==> src/sv/triangle_tangent_space_unit_defines.svh <==
// ----------------------------------------------------------------------------
// Triangle tangent space unit - assertion macros
// Shared property shorthands for the blocks of the tangent space unit.
// ----------------------------------------------------------------------------
`ifndef TRIANGLE_TANGENT_SPACE_UNIT_DEFINES_SVH
`define TRIANGLE_TANGENT_SPACE_UNIT_DEFINES_SVH

// Same-cycle implication, held off during reset
`define TTS_ASSERT_IMP(lbl, clk, rst_n, ante, cons, msg) \
    lbl: assert property (@(posedge clk) disable iff (!(rst_n)) (ante) |-> (cons)) \
        else $error(msg);

// Next-cycle implication, held off during reset
`define TTS_ASSERT_NXT(lbl, clk, rst_n, ante, cons, msg) \
    lbl: assert property (@(posedge clk) disable iff (!(rst_n)) (ante) |=> (cons)) \
        else $error(msg);

`endif

==> src/sv/tts_pkg.sv <==
// ----------------------------------------------------------------------------
// Triangle tangent space package
// Formats, job and status types, back-end states and saturation helper.
// ----------------------------------------------------------------------------
`default_nettype none

package tts_pkg;

    localparam int FRAC_BITS = 16;
    localparam int DATA_W    = 32;
    localparam int PROD_W    = 2 * DATA_W;
    localparam int QUOT_BITS = DATA_W - 1;
    localparam int CNT_W     = $clog2(QUOT_BITS + 1);
    localparam int DVD_W     = PROD_W + FRAC_BITS;
    localparam int HEAD_W    = DVD_W - QUOT_BITS;
    localparam int CMP_W     = (HEAD_W > PROD_W) ? HEAD_W : PROD_W;

    localparam logic [1:0] CORNER_FIRST  = 2'd0;
    localparam logic [1:0] CORNER_SECOND = 2'd1;
    localparam logic [1:0] CORNER_THIRD  = 2'd2;

    localparam logic [2:0] TERM_DET    = 3'd0;
    localparam logic [2:0] TERM_TAN_X  = 3'd1;
    localparam logic [2:0] TERM_TAN_Y  = 3'd2;
    localparam logic [2:0] TERM_TAN_Z  = 3'd3;
    localparam logic [2:0] TERM_BIT_X  = 3'd4;
    localparam logic [2:0] TERM_BIT_Y  = 3'd5;
    localparam logic [2:0] TERM_LAST   = 3'd6;

    localparam logic [1:0] COPY_LAST   = 2'd2;

    localparam logic [DATA_W-1:0] SAT_MAX = {1'b0, {(DATA_W-1){1'b1}}};
    localparam logic [DATA_W-1:0] SAT_MIN = {1'b1, {(DATA_W-1){1'b0}}};

    typedef logic [DATA_W-1:0] t_word;
    typedef logic [PROD_W-1:0] t_wide;

    // Edges of one triangle, deltas already saturated
    typedef struct packed {
        logic [2:0][DATA_W-1:0] dp1;
        logic [2:0][DATA_W-1:0] dp2;
        t_word                  du1;
        t_word                  dv1;
        t_word                  du2;
        t_word                  dv2;
    } t_job;

    typedef struct packed {
        logic busy;
        logic done;
    } t_div_stat;

    typedef enum logic [2:0] {
        ST_IDLE,
        ST_MUL_A,
        ST_MUL_B,
        ST_SUB,
        ST_EVAL,
        ST_DIV_WAIT,
        ST_EMIT
    } t_back_state;

    // a - b, saturated to the signed word range
    function automatic t_word sat_diff(input t_word a, input t_word b);
        logic [DATA_W:0] d;
        d = {a[DATA_W-1], a} - {b[DATA_W-1], b};
        if (d[DATA_W] != d[DATA_W-1]) begin
            sat_diff = d[DATA_W] ? SAT_MIN : SAT_MAX;
        end else begin
            sat_diff = d[DATA_W-1:0];
        end
    endfunction

endpackage

`default_nettype wire

==> src/sv/tts_front.sv <==
// ----------------------------------------------------------------------------
// Tangent space front end
// Collects corners, forms saturated edges on the third corner, issues a job.
// ----------------------------------------------------------------------------
`default_nettype none

module tts_front (
    input  wire                 i_clk,
    input  wire                 i_rst_n,
    input  wire                 i_valid,
    output logic                o_ready,
    input  wire  [31:0]         i_pos_x,
    input  wire  [31:0]         i_pos_y,
    input  wire  [31:0]         i_pos_z,
    input  wire  [31:0]         i_tex_u,
    input  wire  [31:0]         i_tex_v,
    output logic                o_job_valid,
    input  wire                 i_job_ready,
    output tts_pkg::t_job       o_job
);
    import tts_pkg::*;

    logic [1:0]             r_count;
    logic [1:0]             n_count;
    logic [2:0][DATA_W-1:0] r_p0;
    logic [2:0][DATA_W-1:0] r_p1;
    logic [1:0][DATA_W-1:0] r_uv0;
    logic [1:0][DATA_W-1:0] r_uv1;
    logic [2:0][DATA_W-1:0] pos;
    logic                   is_third;
    logic                   accept;

    assign pos      = {i_pos_z, i_pos_y, i_pos_x};
    assign is_third = (r_count == CORNER_THIRD);
    assign o_ready  = !is_third || i_job_ready;
    assign accept   = i_valid && o_ready;

    // Advance the corner count
    always_comb begin
        n_count = r_count;
        if (accept) begin
            case (r_count)
                CORNER_FIRST:  n_count = CORNER_SECOND;
                CORNER_SECOND: n_count = CORNER_THIRD;
                CORNER_THIRD:  n_count = CORNER_FIRST;
                default:       n_count = CORNER_SECOND;
            endcase
        end
    end

    always_ff @(posedge i_clk) begin
        if (!i_rst_n) begin
            r_count <= CORNER_FIRST;
        end else begin
            r_count <= n_count;
        end
    end

    // Hold the first two corners
    always_ff @(posedge i_clk) begin
        if (accept && r_count == CORNER_SECOND) begin
            r_p1  <= pos;
            r_uv1 <= {i_tex_v, i_tex_u};
        end else if (accept && !is_third) begin
            r_p0  <= pos;
            r_uv0 <= {i_tex_v, i_tex_u};
        end
    end

    // Form the edges of the triangle
    always_comb begin
        for (int i = 0; i < 3; i++) begin
            o_job.dp1[i] = sat_diff(r_p1[i], r_p0[i]);
            o_job.dp2[i] = sat_diff(pos[i], r_p0[i]);
        end
        o_job.du1 = sat_diff(r_uv1[0], r_uv0[0]);
        o_job.dv1 = sat_diff(r_uv1[1], r_uv0[1]);
        o_job.du2 = sat_diff(i_tex_u, r_uv0[0]);
        o_job.dv2 = sat_diff(i_tex_v, r_uv0[1]);
    end

    assign o_job_valid = i_valid && is_third;

endmodule

`default_nettype wire

==> config.mk <==
export PLATFORM = sky130hd
export DESIGN_NAME = tts_front
export DESIGN_NICKNAME = d
export VERILOG_FILES = /design/src/sv/triangle_tangent_space_unit_defines.svh /design/src/sv/tts_pkg.sv /design/src/sv/tts_front.sv
export SDC_FILE = /design/constraint.sdc
export NUM_CORES = 1
export LEC_CHECK = 0
export ABC_AREA = 1
export CORE_MARGIN = 1.5
export CORE_UTILIZATION = 57
export DETAILED_ROUTE_END_ITERATION = 6
export DONT_BUFFER_PORTS = 1
export PLACE_DENSITY = 0.77
export SLEW_MARGIN = 10
export SYNTH_ARGS = -nofsm -noshare
export SYNTH_HDL_FRONTEND = slang
export SYNTH_SLANG_ARGS = --single-unit
==> constraint.sdc <==
create_clock -name i_clk -period 21.3 [get_ports i_clk]
set_clock_uncertainty 0.15 [all_clocks]
set_input_delay 0 -clock i_clk [delete_from_list [all_inputs] [get_ports i_clk]]
set_output_delay 0 -clock i_clk [all_outputs]
set_load 0.03 [all_outputs]
==> impl_metrics.env, run 1 <==
export IMPL_run_status="finished clean"
export IMPL_arrival_time_at_the_worst_endpoint_ns=3.71
export IMPL_effective_utilization_at_floorplan_pct=57.6
export IMPL_grt_overflow_total=0
export IMPL_antenna_found_initial=0
export IMPL_routed_wirelength_mm=116
export IMPL_synth_largest_type_area_fraction_pct=27.2
export IMPL_required_ns=21.15
export IMPL_number_of_hold_violations_in_the_final_report=0
export IMPL_seq_area_frac_synth_pct=27.3
export IMPL_fp_dieArea_um2=63600
export IMPL_grt_max_degree=161
export IMPL_number_of_different_library_cells_in_the_post_synthesis_netlist=33
export IMPL_ctsResizeCount=0
export IMPL_syn_area_per_cell_um2=6.56
export IMPL_synth_area_top_cells="edfxtp_1 27%, nand2_1 23%, ha_1 11%"
export IMPL_largest_delay_share_family_worst_path="simple AND/OR/NAND/NOR gates"
export IMPL_antenna_violating_nets_post_route=0
export IMPL_final_layout_net_count=6202
export IMPL_worst_setup_hold_path_clk_slew_ns=0.06
export IMPL_ioPinCount=486
export IMPL_synthesis_instances=5398
export IMPL_remaining_drc_errors=0
export IMPL_r2r_setup_slack_ns=17.79
export IMPL_unrepaired_setup_endpoints_after_global_routing="false"
export IMPL_path_cells="inv_1 > ha_1 > inv_1 > fa_1 > nand2_1 > nand3_1 > nand3_1 > nand2_2 > nand2_1 > nand2_2 > nand2_2 > nand3_1 > nand2_2 > nand3_2 > nand2_1 > nand2_1"
export IMPL_number_of_global_route_vias_before_repair=33700
export IMPL_period_share_pct=18.1
export IMPL_gp_congestion=0.986
export IMPL_yosysTopAreaCell="edfxtp_1"
export IMPL_worst_slew_margin_rel_pct=20.8
export IMPL_routed_via_density=5.47
export IMPL_worst_r2r_path_depth=8
export IMPL_floorplan_die_height_um=252
export IMPL_detailedPlacementHpwl_mm=88.9
export IMPL_cts_buffers=37
export IMPL_tritoncts="done"
export IMPL_buffer_ports_inserted=0
export IMPL_delay_of_the_slowest_critical_path_stage_ns=0.56
export IMPL_tightest_slew_ns=1.18
export IMPL_timing_rr_start="r_count[0]"
export IMPL_drt_pass1_iterations=6
export IMPL_critical_path_buf_inv_count=2
export IMPL_slew_viol_final=0
export IMPL_clock_sinks=322
export IMPL_floorplan_die_width_um=252
export IMPL_synth_ff_latch_count=322
export IMPL_yosys_warnings=0
export IMPL_clock_insertion_delay_at_the_later_pin_of_the_skew_report_ns=0.57
export IMPL_dr_total_vias=35700
export IMPL_netlist_area_um2=35400
export IMPL_layout_commonest_cell="nand2_1"
export IMPL_global_route_usage_total_pct=35.6
export IMPL_timing_final_setup_violations=0
export IMPL_startpoint_of_the_lowest_slack_hold_path="i_pos_y[17]"
export IMPL_timing_max_cap_violations=0
export IMPL_startpoint_type="register"
export IMPL_hold_depth=1
export IMPL_postCtsSetupRepairBufs=0
export IMPL_final_setup_tns_ns=0
export IMPL_worst_r2r_endpoint="r_uv1[25]"
export IMPL_worst_hold_path_endpoint="r_p0[49]"
export IMPL_critical_path_peak_fanout=21
export IMPL_hold_slack_ns=0.0162
export IMPL_fin_crit_ns=3.86
export IMPL_areaGrowthSynthToFinish_pct=13.7
export IMPL_hold_path_class="in -> reg"
export IMPL_num_antenna_cells=0
export IMPL_first_iter_violations=2864
export IMPL_fp_coreArea_um2=61500
export IMPL_buffer_depth_of_the_longest_clock_path=3
export IMPL_wl_per_cell_um=17.8
export IMPL_path_class="reg -> out"
export IMPL_fillers=5615
export IMPL_rows=91
export IMPL_power_ir_vdd_worst_v=0.0000520
export IMPL_grt_pass1_wl_mm=179
export IMPL_mostFrequentLayoutCells="2210 x nand2_1, 797 x inv_1, 485 x nor2_1"
export IMPL_fraction_of_final_layout_cells_sized_beyond_drive_strength_1_pct=5.02
export IMPL_leakagePower_nw=21.5
export IMPL_critical_path_slowest_cell="nand3_2"
export IMPL_clock_tree_htree_level_count=2
export IMPL_syn_nets=5894
export IMPL_design_power_total_mw=3.02
export IMPL_ctsRootBufferMaster="clkbuf_16"
export IMPL_fmaxAchievable_ghz=0.259
export IMPL_pwr_density_cell_nw_per_um2=75.0
export IMPL_timing_critical_path_to_type="primary output"
synth_stat cells, drive strengths merged:
cell type,n
nand3b,74
and2,4
nand3,169
o211ai,5
edfxtp,320
a21oi,348
dfxtp,2
o21ai,168
or2,6
xor2,139
nor3,30
xnor2,50
nor4,7
inv,808
nor2,506
o21bai,71
buf,50
a21o,6
fa,10
a21boi,1
ha,322
nand2,2302
how the worst max path moves through the flow:
stage | from | end | cells past startpoint
CTS | r_p1[32] | o_job[274] | 16
global route | r_p1[32] | o_job[272] | 16
finish | r_p1[32] | o_job[270] | 16
floorplan | r_count[0] | r_p0[0] | 5
global placement | r_count[0] | r_uv1[25] | 8
detailed placement | r_count[0] | r_uv1[26] | 8
metal layers:
layer | routed length [um] | GRT usage, %
met5 | 0 | 0
met4 | 6190 | 17.1
met3 | 9240 | 6.22
met2 | 54800 | 61.3
met1 | 46100 | 43.1
cells by family (layout without fill, tap and decap cells):
kind of cell             count (synthesis)  after routing  synth area share (%)
AO/OA/AOI/OAI                          599            599                  9.95
XOR/XNOR                               189            189                  4.68
flip-flops                             322            322                  27.3
AND/OR/NAND/NOR                       3098           3098                  36.0
adder cells (fa/ha/maj)                332            332                  12.0
buffers and inverters                  858           1195                  10.2
worst register-to-register path: cells and delay by family (launching register included):
kind / cells / cell delay, ns
simple gates: 3 / 0.62
buf+inv: 4 / 1.74
fa+ha+maj: 1 / 0.24
flops: 1 / 0.34
through the flow:
step           instances  cell area [um2]  util (%)  worst slack [ns]
2_1_floorplan       5398            35400         -              8.48
3_3_place_gp        6145            35900      58.4             17.94
3_5_place_dp        6145            35900      58.4             17.90
4_1_cts             6524            40200      65.5             17.51
5_1_grt             6525            40300      65.5             17.21
6_report            6525            40300      65.5             17.44
flip-flops by register name, indices dropped and copies added, names as in the netlist:
signal and flops:
r_uv0 64, r_count 2, r_uv1 64, r_p0 96, r_p1 96
report_power, final:
part / total (mW) / internal (mW) / switching (mW)
Clock: 0.670 / 0.386 / 0.284
Sequential: 0.756 / 0.745 / 0.0113
Combinational: 1.59 / 0.387 / 1.21
Total: 3.02 / 1.52 / 1.50
layout make-up:
type / instances / area (um2) / area share (%)
multi-input combinational: 4218 / 22100 / 55.0
sequential: 322 / 9650 / 24.0
timing repair buffer: 319 / 3190 / 7.92
inverter: 808 / 3040 / 7.55
tap: 790 / 988 / 2.46
clock buffer: 44 / 952 / 2.37
clock inverter: 24 / 290 / 0.721
timing repair:
action,CTS,global route
hold buffers,311,1
hold endpoints to repair,322,2
endpoints found under the setup margin,0,0
No activity file was read; power rests on OpenSTA's default activity.
==> run 2: changes to the inputs <==
--- a/config.mk
+++ b/config.mk
@@ -5,12 +5,12 @@
 export SDC_FILE = /design/constraint.sdc
 export NUM_CORES = 1
 export LEC_CHECK = 0
-export ABC_AREA = 1
+export ABC_AREA = 0
 export CORE_MARGIN = 1.5
 export CORE_UTILIZATION = 57
 export DETAILED_ROUTE_END_ITERATION = 6
 export DONT_BUFFER_PORTS = 1
-export PLACE_DENSITY = 0.77
+export PLACE_DENSITY = 0.8
 export SLEW_MARGIN = 10
 export SYNTH_ARGS = -nofsm -noshare
 export SYNTH_HDL_FRONTEND = slang
==> constraint.sdc (replaced) <==
create_clock -name i_clk -period 3.5 [get_ports i_clk]
set_clock_uncertainty 0.15 [all_clocks]
set_input_delay 0 -clock i_clk [delete_from_list [all_inputs] [get_ports i_clk]]
set_output_delay 0 -clock i_clk [all_outputs]
set_load 0.03 [all_outputs]
==> impl_metrics.env, run 2 <==
export IMPL_yosysTopAreaCell="edfxtp_1"
export IMPL_synth_area_top_cells="edfxtp_1 33%, ha_1 14%, a21oi_1 6.7%"
export IMPL_gp_congestion=0.991
export IMPL_syn_area_per_cell_um2=9.01
export IMPL_synth_edf_count=320
export IMPL_post_synth_top_count_cell="a21oi_1"
export IMPL_netlist_area_um2=29000
export IMPL_clock_sinks=322
export IMPL_placedCellCount=4293
export IMPL_critical_endpoint_after_global_route_timing_repair="o_job[79]"
export IMPL_floorplan_die_height_um=229
export IMPL_ioPinCount=486
export IMPL_run_status="stopped before the end"
export IMPL_buffer_ports_inserted=0
export IMPL_yosys_warnings=0
export IMPL_clock_tree_htree_level_count=2
export IMPL_cts_buffers=37
export IMPL_synth_largest_type_area_fraction_pct=33.1
export IMPL_ys_dominant_reg_cell="edfxtp_1"
export IMPL_synth_ff_latch_count=322
export IMPL_floorplan_die_width_um=229
export IMPL_buffer_depth_of_the_longest_clock_path=3
export IMPL_synthesis_instances=3223
export IMPL_ctsRootBufferMaster="clkbuf_16"
export IMPL_grt_max_degree=76
export IMPL_worstEpCategory="top-level output"
export IMPL_syn_nets=3719
export IMPL_rows=82
export IMPL_placed_cell_area_um2=33800
export IMPL_synth_async_sr_flop_share_pct=0
export IMPL_synthTopCellsByCount="390 x a21oi_1, 322 x ha_1, 322 x o21ai_0"
export IMPL_detailedPlacementHpwl_mm=74.6
export IMPL_effective_utilization_at_floorplan_pct=57.8
export IMPL_grt_overflow_total=190
export IMPL_global_route_usage_total_pct=75.2
export IMPL_seq_area_frac_synth_pct=33.2
export IMPL_tool_error="[ERROR GRT-0232] Routing congestion too high. Check the congestion heatmap in the GUI."
export IMPL_failed_stage="global routing (5_1_grt)"
export IMPL_number_of_different_library_cells_in_the_post_synthesis_netlist=93
-- run 2: cell types whose count changed after synthesis, sizes merged, moves of 73 or more --
cell	delta
clkbuf	+84
o21ai	+170
nand3	-96
inv	-556
nand2	-2130
xnor2	+110
a21o	+183
nand3b	-73
nor2	-359
-- run 2: timing repair --
action	CTS
hold endpoints to repair	392
cloned	44
hold buffers	295
setup buffers	153
resized for setup	1067
pin swaps	227
endpoints found under the setup margin	319
-- run 2: cell families after synthesis --
kind of cell	count (synthesis)	synth area share [%]
xor+xnor	278	8.41
flops	322	33.2
simple gates	667	11.4
fa+ha+maj	352	15.2
buf+inv	363	4.84
mux	15	0.543
compound gates	1226	26.4
-- run 2: routing by layer --
| metal | global-route usage, % | overflow |
|---|---|---|
| met5 | 20.7 | 1 |
| met4 | 78.9 | 93 |
| met3 | 58.7 | 5 |
| met2 | 95.2 | 91 |
| met1 | 72.3 | 0 |
-- run 2: per-stage QoR --
step	hold WS (ns)	setup WS [ns]	setup TNS, ns	util [%]
3_5_place_dp	-0.0510	-0.345	-23.10	67.2
4_1_cts	0.000329	-0.681	-145.05	88.2
3_3_place_gp	-0.0510	-0.278	-8.51	67.2
2_1_floorplan	-0.0511	-1.68	-269.21	-
==> run 3: changes to the inputs <==
--- a/config.mk
+++ b/config.mk
@@ -7,10 +7,10 @@
 export LEC_CHECK = 0
 export ABC_AREA = 0
 export CORE_MARGIN = 1.5
-export CORE_UTILIZATION = 57
+export CORE_UTILIZATION = 40
 export DETAILED_ROUTE_END_ITERATION = 6
 export DONT_BUFFER_PORTS = 1
-export PLACE_DENSITY = 0.8
+export PLACE_DENSITY_LB_ADDON = 0.15
 export SLEW_MARGIN = 10
 export SYNTH_ARGS = -nofsm -noshare
 export SYNTH_HDL_FRONTEND = slang
==> constraint.sdc (replaced) <==
create_clock -name i_clk -period 4.5 [get_ports i_clk]
set_clock_uncertainty 0.15 [all_clocks]
set_input_delay 0 -clock i_clk [delete_from_list [all_inputs] [get_ports i_clk]]
set_output_delay 0 -clock i_clk [all_outputs]
set_load 0.03 [all_outputs]
==> impl_metrics.env, run 3 <==
export IMPL_number_of_different_library_cells_in_the_post_synthesis_netlist=93
export IMPL_syn_nets=3719
export IMPL_ys_dominant_reg_cell="edfxtp_1"
export IMPL_gp_congestion=0.934
export IMPL_synth_area_top_cells="edfxtp_1 33%, ha_1 14%, a21oi_1 6.7%"
export IMPL_remaining_drc_errors=0
export IMPL_global_route_usage_total_pct=26.2
export IMPL_seq_area_frac_synth_pct=33.2
export IMPL_yosysTopAreaCell="edfxtp_1"
export IMPL_pwr_density_cell_nw_per_um2=404
export IMPL_final_layout_net_count=4314
export IMPL_grt_max_degree=113
export IMPL_buffer_depth_of_the_longest_clock_path=3
export IMPL_synth_largest_type_area_fraction_pct=33.1
export IMPL_drt_pass1_iterations=5
export IMPL_synthTopCellsByCount="390 x a21oi_1, 322 x ha_1, 322 x o21ai_0"
export IMPL_netlist_area_um2=29000
export IMPL_tightest_slew_ns=1.38
export IMPL_routed_wirelength_mm=102
export IMPL_leakagePower_nw=16.3
export IMPL_postLayoutSetupSlackWorst_ns=0.115
export IMPL_clock_sinks=322
export IMPL_clock_tree_htree_level_count=2
export IMPL_number_of_global_route_vias_before_repair=27000
export IMPL_rows=98
export IMPL_routed_via_density=5.71
export IMPL_yosys_area_share_xor_xnor_pct=8.41
export IMPL_fraction_of_final_layout_cells_sized_beyond_drive_strength_1_pct=14.3
export IMPL_tritoncts="done"
export IMPL_detailedPlacementHpwl_mm=74.2
export IMPL_period_share_pct=97.5
export IMPL_ctsRootBufferMaster="clkbuf_16"
export IMPL_path_class="reg -> out"
export IMPL_timing_max_cap_violations=0
export IMPL_synthesis_instances=3223
export IMPL_hold_path_class="in -> reg"
export IMPL_syn_area_per_cell_um2=9.01
export IMPL_fin_crit_ns=4.39
export IMPL_layout_commonest_cell="a21oi_1"
export IMPL_synth_area_mux_share_pct=0.543
export IMPL_wl_per_cell_um=21.3
export IMPL_reg_top3="r_p0: 96 flops, r_p1: 96 flops"
export IMPL_mostFrequentLayoutCells="379 x a21oi_1, 323 x buf_4, 320 x edfxtp_1"
export IMPL_num_antenna_cells=0
export IMPL_grt_pass1_wl_mm=153
export IMPL_buffer_ports_inserted=0
export IMPL_startpoint_type="register"
export IMPL_areaGrowthSynthToFinish_pct=30.0
export IMPL_power_ir_vdd_worst_v=0.000309
export IMPL_worst_setup_hold_path_clk_slew_ns=0.06
export IMPL_placedCellCount=4370
export IMPL_antenna_found_initial=2
export IMPL_timing_critical_path_to_type="primary output"
export IMPL_dr_total_vias=27400
export IMPL_fp_coreArea_um2=71700
export IMPL_clock_insertion_delay_at_the_later_pin_of_the_skew_report_ns=0.57
export IMPL_dominant_combinational_cell_family_by_area_after_synthesis="compound AO/OA/AOI/OAI gates"
export IMPL_yosys_warnings=0
export IMPL_ioPinCount=486
export IMPL_synth_ff_latch_count=322
export IMPL_run_status="finished clean"
export IMPL_synth_compound_area_share_pct=26.4
export IMPL_synth_async_sr_flop_share_pct=0
export IMPL_slew_viol_final=0
export IMPL_antenna_violating_nets_post_route=0
export IMPL_synth_simple_area_share_pct=11.4
export IMPL_first_iter_violations=2095
export IMPL_dp_worst_setup_slack_ns=-0.000641
export IMPL_fp_dieArea_um2=74200
export IMPL_required_ns=4.35
export IMPL_fmaxAchievable_ghz=0.228
export IMPL_stdcell_count=4801
export IMPL_effective_utilization_at_floorplan_pct=40.5
export IMPL_synth_edf_count=320
export IMPL_post_synth_top_count_cell="a21oi_1"
export IMPL_number_of_hold_violations_in_the_final_report=0
export IMPL_worst_slew_margin_rel_pct=7.29
export IMPL_cts_buffers=41
export IMPL_timing_final_setup_violations=0
export IMPL_arrival_time_at_the_worst_endpoint_ns=4.24
export IMPL_floorplan_die_width_um=272
export IMPL_post_synth_fa_ha_maj_area_fraction_pct=15.2
export IMPL_floorplan_die_height_um=272
export IMPL_grt_overflow_total=0
export IMPL_critical_path_peak_fanout=14
[run 3: logic make-up (layout without fill, tap and decap cells)]
group           after synthesis  after routing
compound gates             1226           1228
mux                          15             15
simple gates                667            669
buf+inv                     363            986
xor+xnor                    278            279
flops                       322            322
fa+ha+maj                   352            352
[run 3: timing repair]
item                       4_1_cts  5_1_grt
resized for setup               54       74
setup buffers                   13       17
hold endpoints to repair       402        1
gates cloned                     3        3
hold buffers                   318        1
setup endpoints to repair      244      280
pin swaps                       12       23
[run 3: path summary, 6_finish.rpt]
| kind | slack, ns | start | endpoint | cells past startpoint |
|---|---|---|---|---|
| hold reg to reg | 0.65 | r_count[1] | r_p0[0] | 2 |
| hold / removal | 0.02 | i_pos_x[16] | r_p0[16] | 1 |
| setup reg to reg | 1.84 | r_count[0] | r_uv1[34] | 5 |
| setup / recovery | 0.11 | r_uv0[32] | o_job[5] | 15 |
[run 3: worst max-delay path, cell delays in order (launching register included)]
cell,delay [ns]
edfxtp_1,0.37
ha_1,0.18
inv_1,0.05
fa_1,0.41
a21oi_1,0.26
a2bb2oi_2,0.26
a2111o_1,0.27
a31oi_2,0.17
o221ai_2,0.29
o21bai_2,0.15
a21oi_1,0.19
nor2_1,0.08
a22oi_2,0.30
clkbuf_4,0.33
o21ai_0,0.14
buf_4,0.19
[run 3: layout make-up]
cell class,count,area [um2]
fillers,6551,34000
clock buffers,47,1090
well taps,950,1190
flip-flops and latches,322,9650
repair buffers,658,5870
inverters,252,946
clock inverters,29,359
multi-input cells,2543,18700
[run 3: metrics by stage]
stage	setup TNS [ns]	hold slack, ns	cell area [um2]	util (%)	total power [mW]
floorplan	-108.94	-0.0511	29100	-	8.68
global route	-0.0939	0.0116	37800	52.7	15.9
CTS	-0.103	0.00256	37200	51.9	15.1
finish	0	0.0182	37800	52.7	15.3
detailed placement	-0.000641	-0.0510	32200	44.9	11.1
global placement	0	-0.0510	32200	44.9	11.0
[run 3: where the power goes]
part / switching (mW) / leakage (nW) / internal, mW
clock: 1.37 / 0.703 / 2.20
sequential: 0.0463 / 3.01 / 3.51
combinational: 5.22 / 12.6 / 2.89
[run 3: metal layers]
metal	routed length [um]	up-vias	track usage (%)	part of all wire, %
met2	47500	964	43.5	46
met5	0	-	0	0
met4	3940	0	9.71	3.9
li1	-	13100	-	-
met1	44700	13100	34.2	44
met3	6250	231	4.35	6.1
